File: src/hw/rtl/cardchk_pkg.sv
`timescale 1ns / 1ps

package cardchk_pkg;

    // Field widths of the input and result words.
    localparam int CARD_W  = 63;
    localparam int BRAND_W = 2;
    localparam int COUNT_W = 5;

    // Binary to decimal conversion: the card number is padded to a
    // multiple of the bits shifted in per cycle.
    localparam int NUM_DIGITS    = 19;
    localparam int DIGIT_W       = 4;
    localparam int BCD_W         = NUM_DIGITS * DIGIT_W;
    localparam int BITS_PER_STEP = 4;
    localparam int SHIFT_W       = ((CARD_W + BITS_PER_STEP - 1) / BITS_PER_STEP)
                                   * BITS_PER_STEP;
    localparam int NUM_STEPS     = SHIFT_W / BITS_PER_STEP;
    localparam int STEP_CNT_W    = $clog2(NUM_STEPS);

    // Luhn sum: digits are added in groups, then the group sums are added.
    localparam int GROUP_SIZE = 4;
    localparam int NUM_GROUPS = (NUM_DIGITS + GROUP_SIZE - 1) / GROUP_SIZE;
    localparam int GROUP_W    = 6;
    localparam int TOTAL_W    = 8;
    localparam int MAX_TENS   = (9 * NUM_DIGITS) / 10;

    // Card lengths and prefixes of the supported brands.
    localparam int VISA_SHORT_LEN = 13;
    localparam int AMEX_LEN       = 15;
    localparam int LONG_LEN       = 16;
    localparam logic [DIGIT_W-1:0] VISA_LEAD     = 4'd4;
    localparam logic [DIGIT_W-1:0] AMEX_LEAD     = 4'd3;
    localparam logic [DIGIT_W-1:0] AMEX_SECOND_A = 4'd4;
    localparam logic [DIGIT_W-1:0] AMEX_SECOND_B = 4'd7;
    localparam logic [DIGIT_W-1:0] MC_LEAD       = 4'd5;
    localparam logic [DIGIT_W-1:0] MC_SECOND_LO  = 4'd1;
    localparam logic [DIGIT_W-1:0] MC_SECOND_HI  = 4'd5;

    // Brand codes of the result word.
    localparam logic [BRAND_W-1:0] BRAND_INVALID    = 2'd0;
    localparam logic [BRAND_W-1:0] BRAND_VISA       = 2'd1;
    localparam logic [BRAND_W-1:0] BRAND_AMEX       = 2'd2;
    localparam logic [BRAND_W-1:0] BRAND_MASTERCARD = 2'd3;

    // Commands from the controller to the datapath.
    typedef struct packed {
        logic load;
        logic step;
        logic eval;
        logic publish;
    } cmd_t;

endpackage

File: src/hw/rtl/cardchk_in_if.sv
`timescale 1ns / 1ps

interface cardchk_in_if;
    logic                           valid;
    logic                           ready;
    logic [cardchk_pkg::CARD_W-1:0] card_number;

    modport source (output valid, output card_number, input ready);
    modport sink (input valid, input card_number, output ready);
endinterface

File: src/hw/rtl/cardchk_out_if.sv
`timescale 1ns / 1ps

interface cardchk_out_if;
    logic                            valid;
    logic                            ready;
    logic [cardchk_pkg::BRAND_W-1:0] brand;
    logic                            luhn_ok;
    logic [cardchk_pkg::COUNT_W-1:0] digit_count;

    modport source (output valid, output brand, output luhn_ok, output digit_count,
                    input ready);
    modport sink (input valid, input brand, input luhn_ok, input digit_count,
                  output ready);
endinterface

File: src/hw/rtl/cardchk_ctrl.sv
`timescale 1ns / 1ps

module cardchk_ctrl (
    input  logic                clk,
    input  logic                rst_n,
    input  logic                in_valid,
    output logic                in_ready,
    output logic                out_valid,
    input  logic                out_ready,
    output cardchk_pkg::cmd_t   cmd
);

    typedef enum logic [1:0] {
        ST_IDLE,
        ST_CONV,
        ST_EVAL,
        ST_RESULT
    } state_t;

    state_t                                  state_reg;
    state_t                                  state_next;
    logic [cardchk_pkg::STEP_CNT_W-1:0]      step_cnt_reg;
    logic [cardchk_pkg::STEP_CNT_W-1:0]      step_cnt_next;
    logic                                    out_valid_reg;
    logic                                    out_valid_next;
    logic                                    accept;
    logic                                    publish;

    // A word is taken only while no number is in conversion.
    assign in_ready  = (state_reg == ST_IDLE);
    assign accept    = in_valid && in_ready;
    assign out_valid = out_valid_reg;

    // The result register is loaded when it is empty or being emptied.
    assign publish = (state_reg == ST_RESULT) && (!out_valid_reg || out_ready);

    // Commands to the datapath follow the state.
    always_comb
    begin
        cmd.load    = accept;
        cmd.step    = (state_reg == ST_CONV);
        cmd.eval    = (state_reg == ST_EVAL);
        cmd.publish = publish;
    end

    // Next state, step counter and result valid flag.
    always_comb
    begin
        state_next     = state_reg;
        step_cnt_next  = step_cnt_reg;
        out_valid_next = out_valid_reg;
        if (out_valid_reg && out_ready)
        begin
            out_valid_next = 1'b0;
        end
        case (state_reg)
            ST_IDLE:
            begin
                if (accept)
                begin
                    state_next    = ST_CONV;
                    step_cnt_next = '0;
                end
            end
            ST_CONV:
            begin
                step_cnt_next = step_cnt_reg + 1'b1;
                if (step_cnt_reg == cardchk_pkg::STEP_CNT_W'(cardchk_pkg::NUM_STEPS - 1))
                begin
                    state_next = ST_EVAL;
                end
            end
            ST_EVAL:
            begin
                state_next = ST_RESULT;
            end
            ST_RESULT:
            begin
                if (publish)
                begin
                    out_valid_next = 1'b1;
                    state_next     = ST_IDLE;
                end
            end
            default:
            begin
                state_next = ST_IDLE;
            end
        endcase
    end

    // State and registered outputs.
    always_ff @(posedge clk or negedge rst_n)
    begin
        if (!rst_n)
        begin
            state_reg     <= ST_IDLE;
            step_cnt_reg  <= '0;
            out_valid_reg <= 1'b0;
        end
        else
        begin
            state_reg     <= state_next;
            step_cnt_reg  <= step_cnt_next;
            out_valid_reg <= out_valid_next;
        end
    end

endmodule

File: src/hw/rtl/cardchk_dp.sv
`timescale 1ns / 1ps

module cardchk_dp (
    input  logic                             clk,
    input  cardchk_pkg::cmd_t                cmd,
    input  logic [cardchk_pkg::CARD_W-1:0]   card_number,
    output logic [cardchk_pkg::BRAND_W-1:0]  brand,
    output logic                             luhn_ok,
    output logic [cardchk_pkg::COUNT_W-1:0]  digit_count
);

    logic [cardchk_pkg::SHIFT_W-1:0] bin_reg;
    logic [cardchk_pkg::SHIFT_W-1:0] bin_next;
    logic [cardchk_pkg::BCD_W-1:0]   bcd_reg;
    logic [cardchk_pkg::BCD_W-1:0]   bcd_next;
    logic [cardchk_pkg::GROUP_W-1:0] grp_reg  [cardchk_pkg::NUM_GROUPS];
    logic [cardchk_pkg::GROUP_W-1:0] grp_next [cardchk_pkg::NUM_GROUPS];
    logic [cardchk_pkg::COUNT_W-1:0] count_reg;
    logic [cardchk_pkg::COUNT_W-1:0] count_next;
    logic [cardchk_pkg::BRAND_W-1:0] prefix_reg;
    logic [cardchk_pkg::BRAND_W-1:0] prefix_next;
    logic [cardchk_pkg::TOTAL_W-1:0] total;
    logic                            total_ok;
    logic [cardchk_pkg::BRAND_W-1:0] res_brand_reg;
    logic                            res_luhn_reg;
    logic [cardchk_pkg::COUNT_W-1:0] res_count_reg;

    // Double dabble: four input bits enter the decimal register per cycle.
    // Each digit at five or more gets three added before every shift.
    always_comb
    begin
        bcd_next = bcd_reg;
        bin_next = bin_reg;
        for (int s = 0; s < cardchk_pkg::BITS_PER_STEP; s++)
        begin
            for (int d = 0; d < cardchk_pkg::NUM_DIGITS; d++)
            begin
                if (bcd_next[d*cardchk_pkg::DIGIT_W +: cardchk_pkg::DIGIT_W] >= 4'd5)
                begin
                    bcd_next[d*cardchk_pkg::DIGIT_W +: cardchk_pkg::DIGIT_W] =
                        bcd_next[d*cardchk_pkg::DIGIT_W +: cardchk_pkg::DIGIT_W] + 4'd3;
                end
            end
            bcd_next = {bcd_next[cardchk_pkg::BCD_W-2:0],
                        bin_next[cardchk_pkg::SHIFT_W-1]};
            bin_next = {bin_next[cardchk_pkg::SHIFT_W-2:0], 1'b0};
        end
    end

    // Luhn terms summed in groups of four digits. Digits in odd positions
    // from the right are doubled, and a doubled value above nine drops nine.
    always_comb
    begin
        logic [cardchk_pkg::DIGIT_W-1:0] dig;
        logic [cardchk_pkg::DIGIT_W:0]   term;
        int                              idx;
        dig  = '0;
        term = '0;
        idx  = 0;
        for (int g = 0; g < cardchk_pkg::NUM_GROUPS; g++)
        begin
            grp_next[g] = '0;
            for (int k = 0; k < cardchk_pkg::GROUP_SIZE; k++)
            begin
                idx = g * cardchk_pkg::GROUP_SIZE + k;
                if (idx < cardchk_pkg::NUM_DIGITS)
                begin
                    dig = bcd_reg[idx*cardchk_pkg::DIGIT_W +: cardchk_pkg::DIGIT_W];
                    if ((idx % 2) == 1)
                    begin
                        term = {dig, 1'b0};
                        if (term > 5'd9)
                        begin
                            term = term - 5'd9;
                        end
                    end
                    else
                    begin
                        term = {1'b0, dig};
                    end
                    grp_next[g] = grp_next[g] + cardchk_pkg::GROUP_W'(term);
                end
            end
        end
    end

    // Digit count is the place of the highest nonzero digit, plus one.
    always_comb
    begin
        count_next = '0;
        for (int d = 0; d < cardchk_pkg::NUM_DIGITS; d++)
        begin
            if (bcd_reg[d*cardchk_pkg::DIGIT_W +: cardchk_pkg::DIGIT_W] != '0)
            begin
                count_next = cardchk_pkg::COUNT_W'(d + 1);
            end
        end
    end

    // Brand by length and leading digits, before the Luhn result is known.
    always_comb
    begin
        logic [cardchk_pkg::DIGIT_W-1:0] d12;
        logic [cardchk_pkg::DIGIT_W-1:0] d13;
        logic [cardchk_pkg::DIGIT_W-1:0] d14;
        logic [cardchk_pkg::DIGIT_W-1:0] d15;
        d12 = bcd_reg[12*cardchk_pkg::DIGIT_W +: cardchk_pkg::DIGIT_W];
        d13 = bcd_reg[13*cardchk_pkg::DIGIT_W +: cardchk_pkg::DIGIT_W];
        d14 = bcd_reg[14*cardchk_pkg::DIGIT_W +: cardchk_pkg::DIGIT_W];
        d15 = bcd_reg[15*cardchk_pkg::DIGIT_W +: cardchk_pkg::DIGIT_W];
        prefix_next = cardchk_pkg::BRAND_INVALID;
        if (count_next == cardchk_pkg::COUNT_W'(cardchk_pkg::VISA_SHORT_LEN))
        begin
            if (d12 == cardchk_pkg::VISA_LEAD)
            begin
                prefix_next = cardchk_pkg::BRAND_VISA;
            end
        end
        else if (count_next == cardchk_pkg::COUNT_W'(cardchk_pkg::AMEX_LEN))
        begin
            if (d14 == cardchk_pkg::AMEX_LEAD &&
                (d13 == cardchk_pkg::AMEX_SECOND_A || d13 == cardchk_pkg::AMEX_SECOND_B))
            begin
                prefix_next = cardchk_pkg::BRAND_AMEX;
            end
        end
        else if (count_next == cardchk_pkg::COUNT_W'(cardchk_pkg::LONG_LEN))
        begin
            if (d15 == cardchk_pkg::VISA_LEAD)
            begin
                prefix_next = cardchk_pkg::BRAND_VISA;
            end
            else if (d15 == cardchk_pkg::MC_LEAD && d14 >= cardchk_pkg::MC_SECOND_LO &&
                     d14 <= cardchk_pkg::MC_SECOND_HI)
            begin
                prefix_next = cardchk_pkg::BRAND_MASTERCARD;
            end
        end
    end

    // Final Luhn total and its check against the multiples of ten.
    always_comb
    begin
        total = '0;
        for (int g = 0; g < cardchk_pkg::NUM_GROUPS; g++)
        begin
            total = total + cardchk_pkg::TOTAL_W'(grp_reg[g]);
        end
        total_ok = 1'b0;
        for (int k = 0; k <= cardchk_pkg::MAX_TENS; k++)
        begin
            if (total == cardchk_pkg::TOTAL_W'(k * 10))
            begin
                total_ok = 1'b1;
            end
        end
    end

    // Conversion, evaluation and result registers.
    always_ff @(posedge clk)
    begin
        if (cmd.load)
        begin
            bin_reg <= cardchk_pkg::SHIFT_W'(card_number);
            bcd_reg <= '0;
        end
        else if (cmd.step)
        begin
            bin_reg <= bin_next;
            bcd_reg <= bcd_next;
        end
        if (cmd.eval)
        begin
            grp_reg    <= grp_next;
            count_reg  <= count_next;
            prefix_reg <= prefix_next;
        end
        if (cmd.publish)
        begin
            res_brand_reg <= total_ok ? prefix_reg : cardchk_pkg::BRAND_INVALID;
            res_luhn_reg  <= total_ok;
            res_count_reg <= count_reg;
        end
    end

    assign brand       = res_brand_reg;
    assign luhn_ok     = res_luhn_reg;
    assign digit_count = res_count_reg;

endmodule

File: src/hw/rtl/card_number_luhn_brand_check.sv
`timescale 1ns / 1ps

// Card number checker. Each word on the card channel carries a card number
// as a binary integer; the block answers with one word on the result channel
// giving the decimal digit count, the Luhn mod-10 result and the brand
// (Visa, Amex, Mastercard, or invalid when the Luhn check fails or no brand
// fits the length and prefix). After acceptance a number passes the binary
// to decimal converter, which shifts in four bits per cycle, then the Luhn
// group sums, the digit count and the prefix are registered, and then the
// groups are added and the result register is loaded. The next number is
// taken once the result register is loaded, even while that result waits
// for the sink. A stalled result holds the block only when the next number
// is finished before the previous result has been taken.
module card_number_luhn_brand_check (
    input  logic            clk,
    input  logic            rst_n,
    cardchk_in_if.sink      card,
    cardchk_out_if.source   result
);

    cardchk_pkg::cmd_t cmd;

    cardchk_ctrl u_ctrl (
        .clk       (clk),
        .rst_n     (rst_n),
        .in_valid  (card.valid),
        .in_ready  (card.ready),
        .out_valid (result.valid),
        .out_ready (result.ready),
        .cmd       (cmd)
    );

    cardchk_dp u_dp (
        .clk         (clk),
        .cmd         (cmd),
        .card_number (card.card_number),
        .brand       (result.brand),
        .luhn_ok     (result.luhn_ok),
        .digit_count (result.digit_count)
    );

    // The converter is busy right after a number is taken.
    assert property (@(posedge clk) disable iff (!rst_n)
        card.valid && card.ready |=> !card.ready)
        else $error("card channel ready while a number is in conversion");

    // A branded result has passed the Luhn check and has a brand length.
    assert property (@(posedge clk) disable iff (!rst_n)
        result.valid && result.brand != cardchk_pkg::BRAND_INVALID |->
        result.luhn_ok &&
        (result.digit_count == cardchk_pkg::COUNT_W'(cardchk_pkg::VISA_SHORT_LEN) ||
         result.digit_count == cardchk_pkg::COUNT_W'(cardchk_pkg::AMEX_LEN) ||
         result.digit_count == cardchk_pkg::COUNT_W'(cardchk_pkg::LONG_LEN)))
        else $error("brand given without Luhn pass or at a wrong length");

    // A result word loaded by the datapath is then shown as valid.
    assert property (@(posedge clk) disable iff (!rst_n)
        cmd.publish |=> result.valid)
        else $error("result loaded but not shown as valid");

    // The digit count never exceeds the width of the decimal register.
    assert property (@(posedge clk) disable iff (!rst_n)
        result.valid |-> result.digit_count <=
        cardchk_pkg::COUNT_W'(cardchk_pkg::NUM_DIGITS))
        else $error("digit count beyond the converter width");

endmodule

File: src/flat_wrapper.sv
// flat-port wrapper written by rule: the top's interface ports become plain ports
module card_number_luhn_brand_check_flat 
  (clk, rst_n, card_valid, card_card_number, card_ready, result_valid, result_brand, result_luhn_ok, result_digit_count, result_ready);
  cardchk_in_if card_i ();
  cardchk_out_if result_i ();
  input  logic clk;
  input  logic rst_n;
  input wire logic [$bits(card_i.valid)-1:0] card_valid;
  input wire logic [$bits(card_i.card_number)-1:0] card_card_number;
  output wire logic [$bits(card_i.ready)-1:0] card_ready;
  output wire logic [$bits(result_i.valid)-1:0] result_valid;
  output wire logic [$bits(result_i.brand)-1:0] result_brand;
  output wire logic [$bits(result_i.luhn_ok)-1:0] result_luhn_ok;
  output wire logic [$bits(result_i.digit_count)-1:0] result_digit_count;
  input wire logic [$bits(result_i.ready)-1:0] result_ready;
  assign card_i.valid = card_valid;
  assign card_i.card_number = card_card_number;
  assign card_ready = card_i.ready;
  assign result_valid = result_i.valid;
  assign result_brand = result_i.brand;
  assign result_luhn_ok = result_i.luhn_ok;
  assign result_digit_count = result_i.digit_count;
  assign result_i.ready = result_ready;
  card_number_luhn_brand_check u_core (.clk(clk), .rst_n(rst_n), .card(card_i), .result(result_i));
endmodule
File: config.mk
export PLATFORM = sky130hd
export DESIGN_NAME = card_number_luhn_brand_check_flat
export DESIGN_NICKNAME = d
export VERILOG_FILES = /design/src/hw/rtl/cardchk_pkg.sv /design/src/hw/rtl/cardchk_in_if.sv /design/src/hw/rtl/cardchk_out_if.sv /design/src/hw/rtl/cardchk_ctrl.sv /design/src/hw/rtl/cardchk_dp.sv /design/src/hw/rtl/card_number_luhn_brand_check.sv /design/src/flat_wrapper.sv
export SDC_FILE = /design/constraint.sdc
export NUM_CORES = 1
export LEC_CHECK = 0
export ABC_CLOCK_PERIOD_IN_PS = 6040
export BUFFER_PORTS_ARGS = -buffer_cell sky130_fd_sc_hd__buf_2
export CAP_MARGIN = 40
export CORE_MARGIN = 1
export CORE_UTILIZATION = 45
export DETAILED_ROUTE_END_ITERATION = 7
export HOLD_SLACK_MARGIN = 0.06
export PLACE_DENSITY_LB_ADDON = 0.25
export SLEW_MARGIN = 20
export SYNTH_ARGS = -nofsm -noshare
export SYNTH_HDL_FRONTEND = slang
export SYNTH_HIERARCHICAL = 1
export SYNTH_SLANG_ARGS = --single-unit
File: constraint.sdc
create_clock -name clk -period 6.04 [get_ports clk]
set_input_delay 0.906 -clock clk [delete_from_list [all_inputs] [get_ports clk]]
set_output_delay 0.906 -clock clk [all_outputs]
set_load 0.05 [all_outputs]
## After elaboration in Yosys (flattened, before gate mapping)

Cells that the tools add are included.

| storage, ports and cells | value |
|---|---|
| output and inout bits | 10 |
| logic and storage cells | 414 |
| input bits | 67 |
| flip-flop bits (word level) | 192 |

| cells by class | value |
|---|---|
| eq/ne operators | 33 |
| reduce and logical (&&, ||, !) cells | 34 |
| muxes and demuxes | 140 |
| $lt $le $gt $ge | 87 |
| add/subtract/negate cells | 104 |

Operators with widths:

| operator | count |
|---|---|
| 4-bit by 3-bit >= comparator with 1-bit output, second input constant | 76 |
| 4-bit two-way mux | 73 |
| 4-bit by 2-bit adder with 4-bit output, second input constant | 72 |
| 5-bit two-way mux | 27 |
| 63-bit two-way mux | 2 |
| 4-bit nonzero test | 19 |
| 8-bit by 7-bit equality test with 1-bit output, second input constant | 6 |
| 5-bit by 4-bit greater-than comparator with 1-bit output, second input constant | 9 |
| 5-bit by 4-bit subtractor with 5-bit output, second input constant | 9 |
| 8-bit equality test, second input constant | 5 |
| 4-bit by 5-bit adder with 6-bit output | 5 |
| 6-bit by 4-bit adder with 6-bit output | 5 |
| 6-bit by 5-bit adder with 6-bit output | 4 |
| 8-bit by 6-bit equality test with 1-bit output, second input constant | 3 |
| 1-bit two-way mux | 23 |
| 4-bit by 3-bit equality test with 1-bit output, second input constant | 5 |
| 2-bit two-way mux | 9 |
| 8-bit by 6-bit adder with 8-bit output | 2 |
| 8-bit by 5-bit equality test with 1-bit output, second input constant | 2 |
| 3-bit by 2-bit adder with 3-bit output, second input constant | 4 |
| 3-bit two-way mux | 4 |
| 5-bit by 4-bit equality test with 1-bit output, second input constant | 2 |
| 7-bit by 6-bit adder with 8-bit output | 1 |
| 8-bit by 4-bit equality test with 1-bit output, second input constant | 1 |
| 21 further kinds | 30 |

## Longest topological paths before layout

| depth | value |
|---|---|
| word-level depth | 24 |
| mapped depth | 26 |
| depth with buffers taken out | 25 |

## Hierarchy

The synthesis kept the hierarchy.

By module, submodules not included:

| module | cells each | times used | area an instance (um^2) | sequential area each (um^2) |
|---|---|---|---|---|
| cardchk_dp | 2174 | 1 | 19453.7 | 4784.6 |
| cardchk_ctrl | 44 | 1 | 464.2 | 175.2 |

## Worst setup path after synthesis

No wires, ideal clock.

| timing path | value |
|---|---|
| path type | register to register |
| start point | register u_core/u_dp/bcd_reg[4] (netlist name) |
| end point | register u_core/u_dp/bcd_reg[10] (netlist name) |
| period minus slack after synthesis | 4646 ps |
| data arrival time | 4423 ps |
| buffers on the path | 1 |
| cell stages (with the launch flop) | 24 |
| data required time | 5816 ps |
| setup slack | 1394 ps |
| library setup time | 224 ps |
| cell sequence | dfxtp_1 clkbuf_1 inv_1 ha_1 nand2b_1 nand2b_1 o21a_1 ha_1 nor2b_1 o31ai_1 xnor2_1 ha_1 nand2b_1 and2_1 o32a_1 nor2_1 nor2_1 xor2_1 inv_1 ha_1 nor2b_1 o31ai_1 mux2i_1 o22ai_1 |

| on the way | value |
|---|---|
| longest elaborated chain between the ends | 8 |

RTL lines:

| item | line | text |
|---|---|---|
| from (decl) | cardchk_dp.sv:14 | `logic [cardchk_pkg::BCD_W-1:0] bcd_reg;` |
| from (signal assigned) | cardchk_dp.sv:170 | `bcd_reg <= bcd_next;` |
| 4-bit by 2-bit adder with 4-bit output / 4-bit by 3-bit >= comparator with 1-bit output (equally long branches) | cardchk_dp.sv:41, cardchk_dp.sv:38 |  |
| 4-bit two-way mux (*) | cardchk_dp.sv:38 | `if (bcd_next[d*cardchk_pkg::DIGIT_W +: cardchk_pkg::DIGIT_W] >= 4'd5)` |
| 4-bit by 2-bit adder with 4-bit output / 4-bit by 3-bit >= comparator with 1-bit output (equally long branches) | cardchk_dp.sv:41, cardchk_dp.sv:38 |  |
| 4-bit two-way mux | cardchk_dp.sv:38 |  |
| 4-bit by 2-bit adder with 4-bit output / 4-bit by 3-bit >= comparator with 1-bit output (equally long branches) | cardchk_dp.sv:41, cardchk_dp.sv:38 |  |
| 4-bit two-way mux | cardchk_dp.sv:38 |  |
| 4-bit by 2-bit adder with 4-bit output / 4-bit by 3-bit >= comparator with 1-bit output (equally long branches) | cardchk_dp.sv:41, cardchk_dp.sv:38 |  |
| 4-bit two-way mux (*) | cardchk_dp.sv:38 |  |

Mark *: on every way between the ends. The rest lies on a longest branch, timed or not.
A chain may end at the register's enable or synchronous reset.

## Worst setup path after layout

| timing path | value |
|---|---|
| start point | register u_core/u_dp/bcd_reg[52] (netlist name) |
| end point | register u_core/u_dp/bcd_reg[54] (netlist name) |

| on the way | value |
|---|---|
| longest elaborated chain between the ends | 8 |

RTL lines:

| item | line |
|---|---|
| 4-bit by 2-bit adder with 4-bit output / 4-bit by 3-bit >= comparator with 1-bit output (equally long branches) | cardchk_dp.sv:41, cardchk_dp.sv:38 |
| 4-bit two-way mux (*) | cardchk_dp.sv:38 |
| 4-bit by 2-bit adder with 4-bit output / 4-bit by 3-bit >= comparator with 1-bit output (equally long branches) | cardchk_dp.sv:41, cardchk_dp.sv:38 |
| 4-bit two-way mux (*) | cardchk_dp.sv:38 |
| 4-bit by 3-bit >= comparator with 1-bit output / 4-bit by 2-bit adder with 4-bit output (equally long branches) | cardchk_dp.sv:38, cardchk_dp.sv:41 |
| 4-bit two-way mux (*) | cardchk_dp.sv:38 |
| 4-bit by 2-bit adder with 4-bit output / 4-bit by 3-bit >= comparator with 1-bit output (equally long branches) | cardchk_dp.sv:41, cardchk_dp.sv:38 |
| 4-bit two-way mux (*) | cardchk_dp.sv:38 |

Marks and branches as above.

==> summary.md <==
| Metric | Value |
|---|---|
| Setup CP Type | `flop to flop` |
| Placed cell area | `20900 sq um` |
| Fin. max-slew vios | `0` |
| Clk sinks | `192` |
| Most frequent cells in the layout | `274 x inv_1, 197 x ha_1, 148 x nand2_1` |
| Placeable Area | `43400 sq um` |
| Post-route design area | `21500 sq um` |
| Hold Fails Final Rpt | `0` |
| Share of cells above drive strength 1 | `11.9%` |
| Initial drt markers | `931` |
| Postcts setup bufs | `0` |
| Sum Neg Setup Slack | `0 ns` |
| I/O Pins | `77` |
| Hold_ws | `0.264 ns` |
| Rel. slew slack | `59.0%` |
| Worst Skew | `0.0133 ns` |
| Startpoint Class | `flop` |
| Synth Cell Area | `19900 sq um` |
| Die Y | `212 um` |
| Max FO, Critical Path | `9` |
| Initial Util | `45.9%` |
| WL/cell | `16.5 um` |
| Placed cell count | `2822` |
| CP Capture Type | `flop` |
| CTS Buf Count | `17` |
| Final Non-Filler Cells | `2855` |
| Fillers | `4102` |
| H-tree depth | `4` |
| CTS Buffer Depth | `2` |
| DRT Pass-1 Iters | `5` |
| Worst hold path type | `primary input to asynchronous set/reset pin` |
| Required time worst endpoint | `6.40 ns` |
| Fin crit period | `5.29 ns` |
| Mapped Avg Cell Area | `8.98 sq um` |
| # diodes | `0` |
| Max-cap violations | `0` |
| Initial antenna violation count | `0` |
| Post-CTS Hold Buffers | `0` |
| Unrepaired setup endpoints after global routing | `false` |
| Worst R2R Path Depth | `23` |
| First-pass GRT wire length | `77.2 mm` |
| Die area | `45100 sq um` |
| Cell Rows | `76` |
| Area grow syn2layout | `8.00%` |
| Cells after Synth | `2218` |
| Max reg flops | `76` |
| Synth cell types | `99` |
| Synth async-reset ratio | `3.65%` |
| Largest net degree at the start of global routing | `60` |
| Commonest non-fill, non-tap cell in the layout | `inv_1` |
| Top cells by area, synth | `edfxtp_1 16%, ha_1 13%, dfxtp_1 7.7%, fa_1 5.8%, inv_1 5.2%` |
| HPWL after detailed placement | `35.7 mm` |
| Post-synth EDFFs | `108` |
| Tot GR Track Use | `21.4%` |
| CP arrival | `5.65 ns` |
| Setup Viol. Count Final | `0` |
| Root buffer cell | `clkbuf_16` |
| Layout Nets | `2581` |
| Status | `completed` |
| Via/cell ratio | `5.66` |
| FMAX | `0.189 GHz` |
| Worst slew pin tran | `0.598 ns` |
| CTS resizes | `0` |
| Drt drc | `0` |
| Aggregate global routing overflow | `0` |
| Final WL | `47.0 mm` |
| Vias after detailed routing | `16.2k` |
| Area fraction of the dominant cell type after synthesis | `16.3%` |
| Fin crit share | `87.6%` |
| Vias in the first global route | `15.6k` |
| Dominant synthesized flop cell | `edfxtp_1` |
| IO buf count | `76` |
| CTS tree | `done` |
| GPL Wtd Cong | `0.850` |
| Post-route ant nets | `0` |
| YS warnings | `6` |
| Sequential area share after synthesis | `24.9%` |
| Clock Pin Slew Worst Setup and Hold Paths | `0.08 ns` |
| Yosys reg bits | `192` |
| Worst-Skew Late Latency | `0.47 ns` |
| Area leader, netlist | `edfxtp_1` |
| Die width | `212 um` |
| Syn_nets | `2542` |
==> path summary, 6_finish.rpt <==
kind,start,end,slack (ns)
setup / recovery,u_core/u_dp/bcd_reg[52],u_core/u_dp/bcd_reg[54],0.75
hold / removal,rst_n,u_core/u_ctrl/step_cnt_reg[0],0.26
setup reg to reg,u_core/u_dp/bcd_reg[52],u_core/u_dp/bcd_reg[54],0.75
hold reg to reg,u_core/u_dp/count_reg[4],u_core/u_dp/digit_count[4],0.42
max in group asynchronous,rst_n,u_core/u_ctrl/state_reg[0],5.62
min in group clk,u_core/u_dp/count_reg[4],u_core/u_dp/digit_count[4],0.42
==> synthesized netlist by cell type (all sizes together), types with 21 or more instances <==
cell type and count:
inv 286, ha 199, nand2 149, edfxtp 108, o21ai 96, nor2 93, a21oi 88, mux2i 86
mux2 85, dfxtp 77, nand2b 64, xnor2 62, and2 58, fa 58, clkbuf 41, nor2b 38
nand3 37, a21o 36, a211oi 34, nor3 32, buf 28, o31ai 28, o221ai 25, nor3b 24
o211ai 24, o21a 24, or3 23, o22ai 21
==> metal layers <==
layer	vias up	GRT usage, %	routed length [um]
li1	8098	-	-
met1	7741	28.2	22300
met2	276	36.2	22200
met3	43	3.09	1680
met4	0	6.05	767
met5	-	0	0
==> cell families (layout without fill, tap and decap cells) <==
family,after synthesis,count (layout),synth area share [%]
xor+xnor,79,79,3.51
simple gates,597,597,15.9
compound gates,567,567,21.2
flops,192,192,24.9
fa+ha+maj,257,257,18.3
buf+inv,355,407,6.92
mux,171,171,9.18
==> area by class of cell <==
type                            instances  area, sq um  share of cell area (%)
Tap cell                              585          732                    3.40
Inverter                              286         1080                    5.00
Timing Repair Buffer                   89          558                    2.59
Clock buffer                           19          443                    2.06
Sequential cell                       192         4960                    23.1
Multi-Input combinational cell       1671        13600                    63.2
Clock inverter                         13          145                   0.675
==> worst max-delay path, stage by stage (launching register included) <==
cell and delay (ns):
dfxtp_1 0.50, inv_1 0.16, ha_1 0.29, nor2b_1 0.19, o31ai_1 0.35, or2_2 0.21
ha_1 0.17, nor2b_1 0.17, o311ai_1 0.10, a32oi_1 0.43, xnor2_2 0.18, ha_1 0.23
nand2b_1 0.16, nor3b_1 0.14, mux2i_1 0.30, nand2_1 0.11, xor2_1 0.26, inv_1 0.11
ha_1 0.21, nor2b_1 0.17, a31oi_1 0.06, a21boi_1 0.27, nor3_1 0.09, a311o_1 0.33
==> stage by stage <==
stage          worst slack [ns]  utilization (%)
6_report                  0.748             49.6
3_5_place_dp              0.802             48.2
3_3_place_gp              0.951             48.0
2_1_floorplan              1.39                -
4_1_cts                   0.777             49.5
5_1_grt                   0.304             49.6
Power is not shown: default switching activity piles up to over one toggle a cycle in this logic, so the estimate is an artifact.
